[src/hw/rtl/mbp_pkg.sv]
`default_nettype none
// ----------------------------------------------------------------------------
// MSB-first bit packer package
// Shared widths, defaults and the word types passed between the packer stages.
// ----------------------------------------------------------------------------
package mbp_pkg;

    localparam int MBP_VAL_W    = 64;
    localparam int MBP_NBITS_W  = 7;
    localparam int MBP_BYTE_W   = 8;
    localparam int MBP_CNT_W    = 3;
    localparam int MBP_MAX_BITS = 64;
    localparam int MBP_CQ_DEPTH = 2;
    localparam int MBP_OQ_DEPTH = 2;

    typedef enum logic
    {
        MBP_CMD_APPEND = 1'b0,
        MBP_CMD_FLUSH  = 1'b1
    } mbp_op_t;

    typedef struct packed
    {
        logic                   flush;
        logic [MBP_VAL_W-1:0]   val_al;
        logic [MBP_NBITS_W-1:0] nbits;
    } mbp_cmd_t;

    typedef struct packed
    {
        logic [MBP_BYTE_W-1:0] out_byte;
        logic                  last;
    } mbp_res_t;

endpackage : mbp_pkg
`default_nettype wire

[src/hw/rtl/msb_first_bit_packer_top.sv]
`default_nettype none
// ----------------------------------------------------------------------------
// MSB-first bit packer
// Packs variable-length bit fields, most significant bit first, into bytes.
//
// Input side is a queue: a word (cmd, value, nbits) is taken on a rising edge
// with push high and full low. cmd append adds the low nbits bits of value
// (nbits above MAX_BITS saturates); cmd flush pads any residue with zeros.
// Result side is a queue: while empty is low, out_byte/last show the oldest
// byte, taken on a rising edge with pop high; last marks an input's final byte.
// A word passes the front stage register, the word queue, the back-end
// shift register and the output queue. The back end emits one byte per cycle
// while the output queue is not full; a word completes up to 8 bytes, and the
// next word is loaded in the cycle its predecessor's final byte leaves.
// Reset clears the residue and both queues. When pop stays low the output
// queue fills, the back end holds, then the word queue and front stage fill
// and full rises; nothing is dropped.
// ----------------------------------------------------------------------------
module msb_first_bit_packer_top #(
    parameter int MAX_BITS = mbp_pkg::MBP_MAX_BITS,
    parameter int CQ_DEPTH = mbp_pkg::MBP_CQ_DEPTH,
    parameter int OQ_DEPTH = mbp_pkg::MBP_OQ_DEPTH
) (
    input  wire logic                             clk,
    input  wire logic                             rst_n,
    input  wire logic                             push,
    output logic                                  full,
    input  wire logic                             cmd,
    input  wire logic [mbp_pkg::MBP_VAL_W-1:0]    value,
    input  wire logic [mbp_pkg::MBP_NBITS_W-1:0]  nbits,
    output logic                                  empty,
    input  wire logic                             pop,
    output logic [mbp_pkg::MBP_BYTE_W-1:0]        out_byte,
    output logic                                  last
);

    import mbp_pkg::*;

    mbp_cmd_t fr_item;
    logic     fr_push;
    logic     cq_full;
    mbp_cmd_t cq_item;
    logic     cq_empty;
    logic     cq_pop;
    mbp_res_t bk_item;
    logic     bk_push;
    logic     oq_full;
    mbp_res_t oq_item;

    mbp_front #(
        .MAX_BITS (MAX_BITS)
    ) u_front (
        .clk     (clk),
        .rst_n   (rst_n),
        .push    (push),
        .full    (full),
        .cmd     (cmd),
        .value   (value),
        .nbits   (nbits),
        .cq_item (fr_item),
        .cq_push (fr_push),
        .cq_full (cq_full)
    );

    mbp_fifo #(
        .WIDTH ($bits(mbp_cmd_t)),
        .DEPTH (CQ_DEPTH)
    ) u_cmd_q (
        .clk   (clk),
        .rst_n (rst_n),
        .push  (fr_push),
        .wdata (fr_item),
        .full  (cq_full),
        .pop   (cq_pop),
        .rdata (cq_item),
        .empty (cq_empty)
    );

    mbp_back u_back (
        .clk      (clk),
        .rst_n    (rst_n),
        .cq_item  (cq_item),
        .cq_empty (cq_empty),
        .cq_pop   (cq_pop),
        .oq_item  (bk_item),
        .oq_push  (bk_push),
        .oq_full  (oq_full)
    );

    mbp_fifo #(
        .WIDTH ($bits(mbp_res_t)),
        .DEPTH (OQ_DEPTH)
    ) u_out_q (
        .clk   (clk),
        .rst_n (rst_n),
        .push  (bk_push),
        .wdata (bk_item),
        .full  (oq_full),
        .pop   (pop),
        .rdata (oq_item),
        .empty (empty)
    );

    assign out_byte = oq_item.out_byte;
    assign last     = oq_item.last;

endmodule : msb_first_bit_packer_top
`default_nettype wire

[src/hw/rtl/mbp_fifo.sv]
`default_nettype none
// ----------------------------------------------------------------------------
// Packer word and byte queue
// Small first-in first-out queue with push/full and pop/empty handshakes.
// ----------------------------------------------------------------------------
module mbp_fifo #(
    parameter int WIDTH = 8,
    parameter int DEPTH = 2
) (
    input  wire logic             clk,
    input  wire logic             rst_n,
    input  wire logic             push,
    input  wire logic [WIDTH-1:0] wdata,
    output logic                  full,
    input  wire logic             pop,
    output logic [WIDTH-1:0]      rdata,
    output logic                  empty
);

    localparam int AW = (DEPTH > 1) ? $clog2(DEPTH) : 1;
    localparam int CW = $clog2(DEPTH + 1);

    logic [WIDTH-1:0] mem [DEPTH];
    logic [AW-1:0]    wr_ptr_reg;
    logic [AW-1:0]    wr_ptr_next;
    logic [AW-1:0]    rd_ptr_reg;
    logic [AW-1:0]    rd_ptr_next;
    logic [CW-1:0]    count_reg;
    logic [CW-1:0]    count_next;
    logic             do_push;
    logic             do_pop;

    assign full    = (count_reg == CW'(DEPTH));
    assign empty   = (count_reg == '0);
    assign do_push = push && !full;
    assign do_pop  = pop && !empty;
    assign rdata   = mem[rd_ptr_reg];

    always_comb
    begin
        wr_ptr_next = wr_ptr_reg;
        rd_ptr_next = rd_ptr_reg;
        count_next  = count_reg;
        if (do_push)
        begin
            wr_ptr_next = (wr_ptr_reg == AW'(DEPTH - 1)) ? '0 : wr_ptr_reg + 1'b1;
        end
        if (do_pop)
        begin
            rd_ptr_next = (rd_ptr_reg == AW'(DEPTH - 1)) ? '0 : rd_ptr_reg + 1'b1;
        end
        case ({do_push, do_pop})
            2'b10:   count_next = count_reg + 1'b1;
            2'b01:   count_next = count_reg - 1'b1;
            default: count_next = count_reg;
        endcase
    end

    always_ff @(posedge clk)
    begin
        if (do_push)
        begin
            mem[wr_ptr_reg] <= wdata;
        end
    end

    always_ff @(posedge clk or negedge rst_n)
    begin
        if (!rst_n)
        begin
            wr_ptr_reg <= '0;
            rd_ptr_reg <= '0;
            count_reg  <= '0;
        end
        else
        begin
            wr_ptr_reg <= wr_ptr_next;
            rd_ptr_reg <= rd_ptr_next;
            count_reg  <= count_next;
        end
    end

    a_count_range: assert property (@(posedge clk) disable iff (!rst_n)
        count_reg <= CW'(DEPTH))
        else $error("queue count beyond depth");

    a_ptr_gap: assert property (@(posedge clk) disable iff (!rst_n)
        (count_reg == '0 || count_reg == CW'(DEPTH)) |-> (wr_ptr_reg == rd_ptr_reg))
        else $error("queue pointers disagree with count");

    a_count_step: assert property (@(posedge clk) disable iff (!rst_n)
        (do_push && !do_pop) |=> (count_reg == $past(count_reg) + 1'b1))
        else $error("queue count failed to advance");

endmodule : mbp_fifo
`default_nettype wire

[src/hw/rtl/mbp_front.sv]
`default_nettype none
// ----------------------------------------------------------------------------
// Packer front end
// Accepts input words, saturates the bit count and left-aligns the value bits.
// ----------------------------------------------------------------------------
module mbp_front #(
    parameter int MAX_BITS = mbp_pkg::MBP_MAX_BITS
) (
    input  wire logic                            clk,
    input  wire logic                            rst_n,
    input  wire logic                            push,
    output logic                                 full,
    input  wire logic                            cmd,
    input  wire logic [mbp_pkg::MBP_VAL_W-1:0]   value,
    input  wire logic [mbp_pkg::MBP_NBITS_W-1:0] nbits,
    output mbp_pkg::mbp_cmd_t                    cq_item,
    output logic                                 cq_push,
    input  wire logic                            cq_full
);

    import mbp_pkg::*;

    logic                   vld_reg;
    logic                   vld_next;
    mbp_cmd_t               item_reg;
    mbp_cmd_t               item_next;
    logic                   accept;
    logic [MBP_NBITS_W-1:0] n_sat;

    assign full    = vld_reg && cq_full;
    assign accept  = push && !full;
    assign cq_push = vld_reg && !cq_full;
    assign cq_item = item_reg;

    always_comb
    begin
        n_sat = (nbits > MBP_NBITS_W'(MAX_BITS)) ? MBP_NBITS_W'(MAX_BITS) : nbits;
        item_next.flush  = (mbp_op_t'(cmd) == MBP_CMD_FLUSH);
        item_next.nbits  = item_next.flush ? '0 : n_sat;
        item_next.val_al = item_next.flush ? '0
                         : (value << (MBP_NBITS_W'(MBP_VAL_W) - n_sat));
        vld_next = accept || (vld_reg && cq_full);
    end

    always_ff @(posedge clk)
    begin
        if (accept)
        begin
            item_reg <= item_next;
        end
    end

    always_ff @(posedge clk or negedge rst_n)
    begin
        if (!rst_n)
        begin
            vld_reg <= 1'b0;
        end
        else
        begin
            vld_reg <= vld_next;
        end
    end

    a_hold_stalled: assert property (@(posedge clk) disable iff (!rst_n)
        (vld_reg && cq_full) |=> (vld_reg && item_reg == $past(item_reg)))
        else $error("front word lost while queue full");

    a_nbits_sat: assert property (@(posedge clk) disable iff (!rst_n)
        vld_reg |-> (item_reg.nbits <= MBP_NBITS_W'(MAX_BITS)))
        else $error("front bit count not saturated");

    a_flush_clean: assert property (@(posedge clk) disable iff (!rst_n)
        (vld_reg && item_reg.flush) |-> (item_reg.nbits == '0))
        else $error("flush word carries bit count");

endmodule : mbp_front
`default_nettype wire

[src/hw/rtl/mbp_back.sv]
`default_nettype none
// ----------------------------------------------------------------------------
// Packer back end
// Merges words with the residue; emits one byte per cycle unless oq_full.
// ----------------------------------------------------------------------------
module mbp_back (
    input  wire logic              clk,
    input  wire logic              rst_n,
    input  wire mbp_pkg::mbp_cmd_t cq_item,
    input  wire logic              cq_empty,
    output logic                   cq_pop,
    output mbp_pkg::mbp_res_t      oq_item,
    output logic                   oq_push,
    input  wire logic              oq_full
);

    import mbp_pkg::*;

    localparam int SH_W   = MBP_VAL_W + MBP_BYTE_W;
    localparam int LEFT_W = 4;

    logic [SH_W-1:0]        sh_reg;
    logic [SH_W-1:0]        sh_next;
    logic [LEFT_W-1:0]      left_reg;
    logic [LEFT_W-1:0]      left_next;
    logic [MBP_CNT_W-1:0]   cnt_reg;
    logic [MBP_CNT_W-1:0]   cnt_next;
    logic                   busy;
    logic                   emit;
    logic                   load;
    logic [SH_W-1:0]        shifted;
    logic [MBP_BYTE_W-1:0]  acc_cur;
    logic [MBP_NBITS_W-1:0] total;

    assign busy    = (left_reg != '0);
    assign emit    = busy && !oq_full;
    assign oq_push = emit;
    assign shifted = sh_reg << MBP_BYTE_W;
    assign load    = !cq_empty && (!busy || (left_reg == LEFT_W'(1) && emit));
    assign cq_pop  = load;

    always_comb
    begin
        oq_item.out_byte = sh_reg[SH_W-1 -: MBP_BYTE_W];
        oq_item.last     = (left_reg == LEFT_W'(1));
        acc_cur = emit ? shifted[SH_W-1 -: MBP_BYTE_W] : sh_reg[SH_W-1 -: MBP_BYTE_W];
        total   = MBP_NBITS_W'(cnt_reg) + cq_item.nbits;
        sh_next   = sh_reg;
        left_next = left_reg;
        cnt_next  = cnt_reg;
        if (load)
        begin
            if (cq_item.flush)
            begin
                sh_next   = {acc_cur, {MBP_VAL_W{1'b0}}};
                left_next = (cnt_reg != '0) ? LEFT_W'(1) : '0;
                cnt_next  = '0;
            end
            else
            begin
                sh_next   = {acc_cur, {MBP_VAL_W{1'b0}}}
                          | ({cq_item.val_al, {MBP_BYTE_W{1'b0}}} >> cnt_reg);
                left_next = total[MBP_NBITS_W-1:MBP_CNT_W];
                cnt_next  = total[MBP_CNT_W-1:0];
            end
        end
        else if (emit)
        begin
            sh_next   = shifted;
            left_next = left_reg - 1'b1;
        end
    end

    always_ff @(posedge clk or negedge rst_n)
    begin
        if (!rst_n)
        begin
            sh_reg   <= '0;
            left_reg <= '0;
            cnt_reg  <= '0;
        end
        else
        begin
            sh_reg   <= sh_next;
            left_reg <= left_next;
            cnt_reg  <= cnt_next;
        end
    end

    a_left_range: assert property (@(posedge clk) disable iff (!rst_n)
        left_reg <= LEFT_W'(8))
        else $error("byte count beyond eight");

    a_idle_clean: assert property (@(posedge clk) disable iff (!rst_n)
        !busy |-> (sh_reg[MBP_VAL_W-1:0] == '0))
        else $error("stale bits below residue");

    a_residue_aligned: assert property (@(posedge clk) disable iff (!rst_n)
        !busy |-> ((sh_reg[SH_W-1 -: MBP_BYTE_W] << cnt_reg) == '0))
        else $error("residue wider than its count");

    a_flush_empties: assert property (@(posedge clk) disable iff (!rst_n)
        (load && cq_item.flush) |=> (cnt_reg == '0))
        else $error("flush left bits pending");

endmodule : mbp_back
`default_nettype wire
[config.mk]
export PLATFORM = sky130hd
export DESIGN_NAME = msb_first_bit_packer_top
export DESIGN_NICKNAME = d
export VERILOG_FILES = /design/src/hw/rtl/mbp_pkg.sv /design/src/hw/rtl/msb_first_bit_packer_top.sv /design/src/hw/rtl/mbp_fifo.sv /design/src/hw/rtl/mbp_front.sv /design/src/hw/rtl/mbp_back.sv
export SDC_FILE = /design/constraint.sdc
export NUM_CORES = 1
export LEC_CHECK = 0
export ABC_CLOCK_PERIOD_IN_PS = 9650
export BUFFER_PORTS_ARGS = -buffer_cell sky130_fd_sc_hd__buf_2
export CORE_MARGIN = 2
export CORE_UTILIZATION = 50
export CTS_CLUSTER_SIZE = 30
export DETAILED_ROUTE_END_ITERATION = 6
export GPL_TIMING_DRIVEN = 0
export PLACE_DENSITY_LB_ADDON = 0.12
export SLEW_MARGIN = 20
export SYNTH_ARGS = -nofsm -noshare
export SYNTH_HDL_FRONTEND = slang
export SYNTH_SLANG_ARGS = --single-unit
[constraint.sdc]
create_clock -name clk -period 9.65 [get_ports clk]
set_input_delay 0.4825 -clock clk [delete_from_list [all_inputs] [get_ports clk]]
set_output_delay 0.4825 -clock clk [all_outputs]
set_load 0.02 [all_outputs]
==> key figures <==
Drt
  – Total wire length after detailed routing: 58,300 um
  – Via count: 13,756
  – Residual DRC count: 0
  – Number of nets with antenna violations after detailed routing: 0
  – First-iteration detailed-routing DRC count: 1,039
  – Pre-Repair DR Iteration Count: 5
  – Via count normalized by instance count: 6.27
  – Mean routed wirelength per cell: 26.5 um

Floorplanning
  – Standard-cell row count: 71
  – Die W: 198 um
  – Die Outline Area: 0.0394 mm2
  – Initial core utilization: 50.5%
  – Height of the chip: 198 um
  – Standard cell core area: 0.0375 mm2
  – IO Pins: 87

Clock tree
  – Clock-pin slew of the registers on the worst-case setup and hold paths: 0.06 ns
  – Maximum buffer depth of the clock tree: 3
  – Setup fix buffers added after clock tree synthesis: 0
  – CTS tree: built
  – Total CTS buffers: 35
  – Root Driver: sky130_fd_sc_hd__clkbuf_16
  – Resize count post-CTS: 0
  – # hold bufs at CTS: 1
  – Number of H-tree levels: 2
  – Clock insertion delay at the later pin of the skew report: 0.53 ns
  – # clock sinks: 321

Placement
  – Cell count after placement: 2,130
  – Setup slack at placement: 3.74 ns
  – Detailed placer's ending HPWL: 46,200 um
  – Routability Congestion: 0.987
  – Number of port buffers: 84

Yosys
  – Per-instance average area after synthesis: 12.4 um2
  – Yosys top cell by area: sky130_fd_sc_hd__edfxtp_1
  – Number of warnings issued by yosys: 0
  – Synthesized Nets: 1,614
  – Synth cell types: 86
  – Most area-consuming cells after synthesis: sky130_fd_sc_hd__edfxtp_1, sky130_fd_sc_hd__mux4_2, sky130_fd_sc_hd__dfrtp_1
  – Share of the yosys chip area belonging to registers: 48.7%
  – Synth Flop Type: sky130_fd_sc_hd__edfxtp_1
  – Asr flop ratio synth: 27.1%
  – Yosys top cell area share: 37.2%
  – Post-synth EDFFs: 234
  – Total of flip-flops plus latches after synthesis: 321
  – Syn Std Cell Area: 0.0189 mm2
  – Instance count of the mapped netlist: 1,529

Timing
  – Final count of pins violating max slew: 0
  – Sum of negative setup slack: 0 ns
  – Period utilisation layout: 57.2%
  – Hold slack: 0.167 ns
  – Max Clock Skew: 0.0311 ns
  – Worst-margin pin slew: 1.10 ns
  – Finish-stage setup viols: 0
  – Final number of hold-violating endpoints: 0
  – Maximum clock frequency: 181 MHz
  – Max-slew headroom at the worst pin: 25.7%
  – Shortest period the worst path allows: 5.52 ns
  – Unrepaired setup endpoints after global routing: false
  – Final WS setup: 4.13 ns

Worst setup path
  – Cell family with the largest share of critical-path delay: buffers and inverters
  – Register-to-register setup slack: 5.49 ns
  – Critical path arrival: 5.72 ns
  – Worst endpoint required time: 9.85 ns
  – Cells along the critical path: buf_2 > and2b_1 > buf_6 > inv_4 > buf_6 > buf_2 > buf_2 > buf_2 > ha_1 > buf_2 > buf_2 > inv_1 > clkbuf_1 > nor2_1 > o21ai_0 > mux2i_1 > a22oi_1 > o211ai_1
  – Highest-delay cell along the critical path: sky130_fd_sc_hd__o21ai_0
  – Type of the worst setup path: in -> reg
  – Destination of the worst register-to-register timing path: u_back.left_reg[3]$_DFFE_PN0P_
  – Endpoint class of the critical path: flop
  – Kind of start point of the critical path: input port
  – Worst r2r path cells: 14
  – Worst path buffer plus inverter count: 11
  – Highest net fanout along the worst path: 10
  – Worst path max stage delay: 0.88 ns
  – Top cell by count, worst path: sky130_fd_sc_hd__buf_2
  – FF-to-FF Start: u_cmd_q.rd_ptr_reg$_DFFE_PN0P_

Finish
  – Filler-free cell count of the finished design: 2,195
  – Count of nets after finishing: 1,742
  – Filler cells: 3,177
  – Antenna diode count: 0
  – Number of flip-flops under the largest register name: 144
  – Most frequent cells in the layout: sky130_fd_sc_hd__edfxtp_1, sky130_fd_sc_hd__nor2_1, sky130_fd_sc_hd__nand2_1
  – Most frequent standard cell in the layout excluding fill and tap cells: sky130_fd_sc_hd__edfxtp_1
  – Final Util: 57.0%
  – Area delta synth->final: 13.0%
  – Ratio of cells with drive above 1 in the final layout: 23.3%

Global routing
  – Number of global-route vias before repair: 13,911
  – Combined global-route utilization of all metal layers: 30.3%
  – Antenna violations before repair: 0
  – Global-route wire length before repair: 88,300 um
  – Overflow after GRT: 0
  – Largest net degree at the start of global routing: 59

Power
  – Pwr per Cell Area: 317 mW/mm2
  – Maximum vdd ir drop: 0.000133 V
  – Leakage power: 8.10 nW

Flow run
  – Max Cap Violations: 0

Min path
  – Hold path cells: 2
  – Hold Path Sink: u_front.vld_reg$_DFF_PN0_
  – Class of the worst hold path: in -> reg
  – Source of the worst hold timing path: push

Run status
  – Run status: finished, final reports clean
==> worst max path at each step <==
stage | slack, ns | to | cells past startpoint | from
4_1_cts | 4.28 | u_front.cq_item[66]$_SDFFCE_PP0P_ | 18 | nbits[0]
3_5_place_dp | 3.74 | u_front.cq_item[66]$_SDFFCE_PP0P_ | 18 | nbits[0]
6_report | 4.13 | u_front.cq_item[66]$_SDFFCE_PP0P_ | 18 | nbits[0]
2_1_floorplan | 5.52 | u_cmd_q.mem[0][0]$_DFFE_PP_ | 3 | u_cmd_q.count_reg[0]$_DFFE_PN0P_
5_1_grt | 4.12 | u_front.cq_item[66]$_SDFFCE_PP0P_ | 18 | nbits[0]
3_3_place_gp | 3.68 | u_front.cq_item[66]$_SDFFCE_PP0P_ | 18 | nbits[0]
==> power by group <==
part	total, mW	switching (mW)	internal, mW	leakage [nW]
combinational	3.03	1.76	1.27	4.21
sequential	2.34	0.267	2.07	3.30
clock	1.40	0.543	0.860	0.589
==> layout make-up <==
class / count / area, um2 / area share (%)
plain buffers: 133 / 688 / 3.22
well taps: 511 / 639 / 2.99
clock inverters: 16 / 234 / 1.09
repair buffers: 91 / 591 / 2.76
multi-input cells: 1060 / 8980 / 42.0
flip-flops and latches: 321 / 9200 / 43.1
clock buffers: 48 / 987 / 4.62
inverters: 15 / 58.8 / 0.275
==> Yosys cell counts, types with 13 or more instances <==
library cell and count:
sky130_fd_sc_hd__o22ai_1 21, sky130_fd_sc_hd__buf_2 43, sky130_fd_sc_hd__a21oi_1 61, sky130_fd_sc_hd__nand3_1 27, sky130_fd_sc_hd__edfxtp_1 234, sky130_fd_sc_hd__buf_6 14, sky130_fd_sc_hd__xnor2_1 13, sky130_fd_sc_hd__o221ai_1 13
sky130_fd_sc_hd__dfrtp_1 87, sky130_fd_sc_hd__a221oi_1 48, sky130_fd_sc_hd__o211ai_1 15, sky130_fd_sc_hd__mux2_2 31, sky130_fd_sc_hd__nor2_1 182, sky130_fd_sc_hd__nand2_1 153, sky130_fd_sc_hd__and2_1 16, sky130_fd_sc_hd__o21ai_0 32
sky130_fd_sc_hd__clkbuf_1 58, sky130_fd_sc_hd__mux4_2 125, sky130_fd_sc_hd__mux2i_1 143, sky130_fd_sc_hd__a211oi_1 23
==> per-stage QoR <==
stage	area [um2]	power, mW
3_3_place_gp	20000	5.30
4_1_cts	21400	6.78
6_report	21400	6.77
5_1_grt	21400	7.16
2_1_floorplan	18900	4.42
3_5_place_dp	20100	5.37
==> routing by layer <==
layer	vias to the layer above	share of wire (%)	GRT usage [%]
met1	6911	41	38.3
met4	0	4.2	12.4
li1	6233	-	-
met5	-	0	0
met2	491	51	53.7
met3	121	4.0	2.93
==> logic make-up (layout without fill, tap and decap cells) <==
logic type	after synthesis	after routing	synth area share, %
AND/OR/NAND/NOR	429	429	9.78
flip-flops	321	321	48.7
AO/OA/AOI/OAI	304	304	11.7
multiplexers	299	299	24.3
buffers and inverters	148	303	3.95
XOR/XNOR	19	19	0.959
adder cells (fa/ha/maj)	9	9	0.635
No activity file was read; power rests on OpenSTA's default activity.
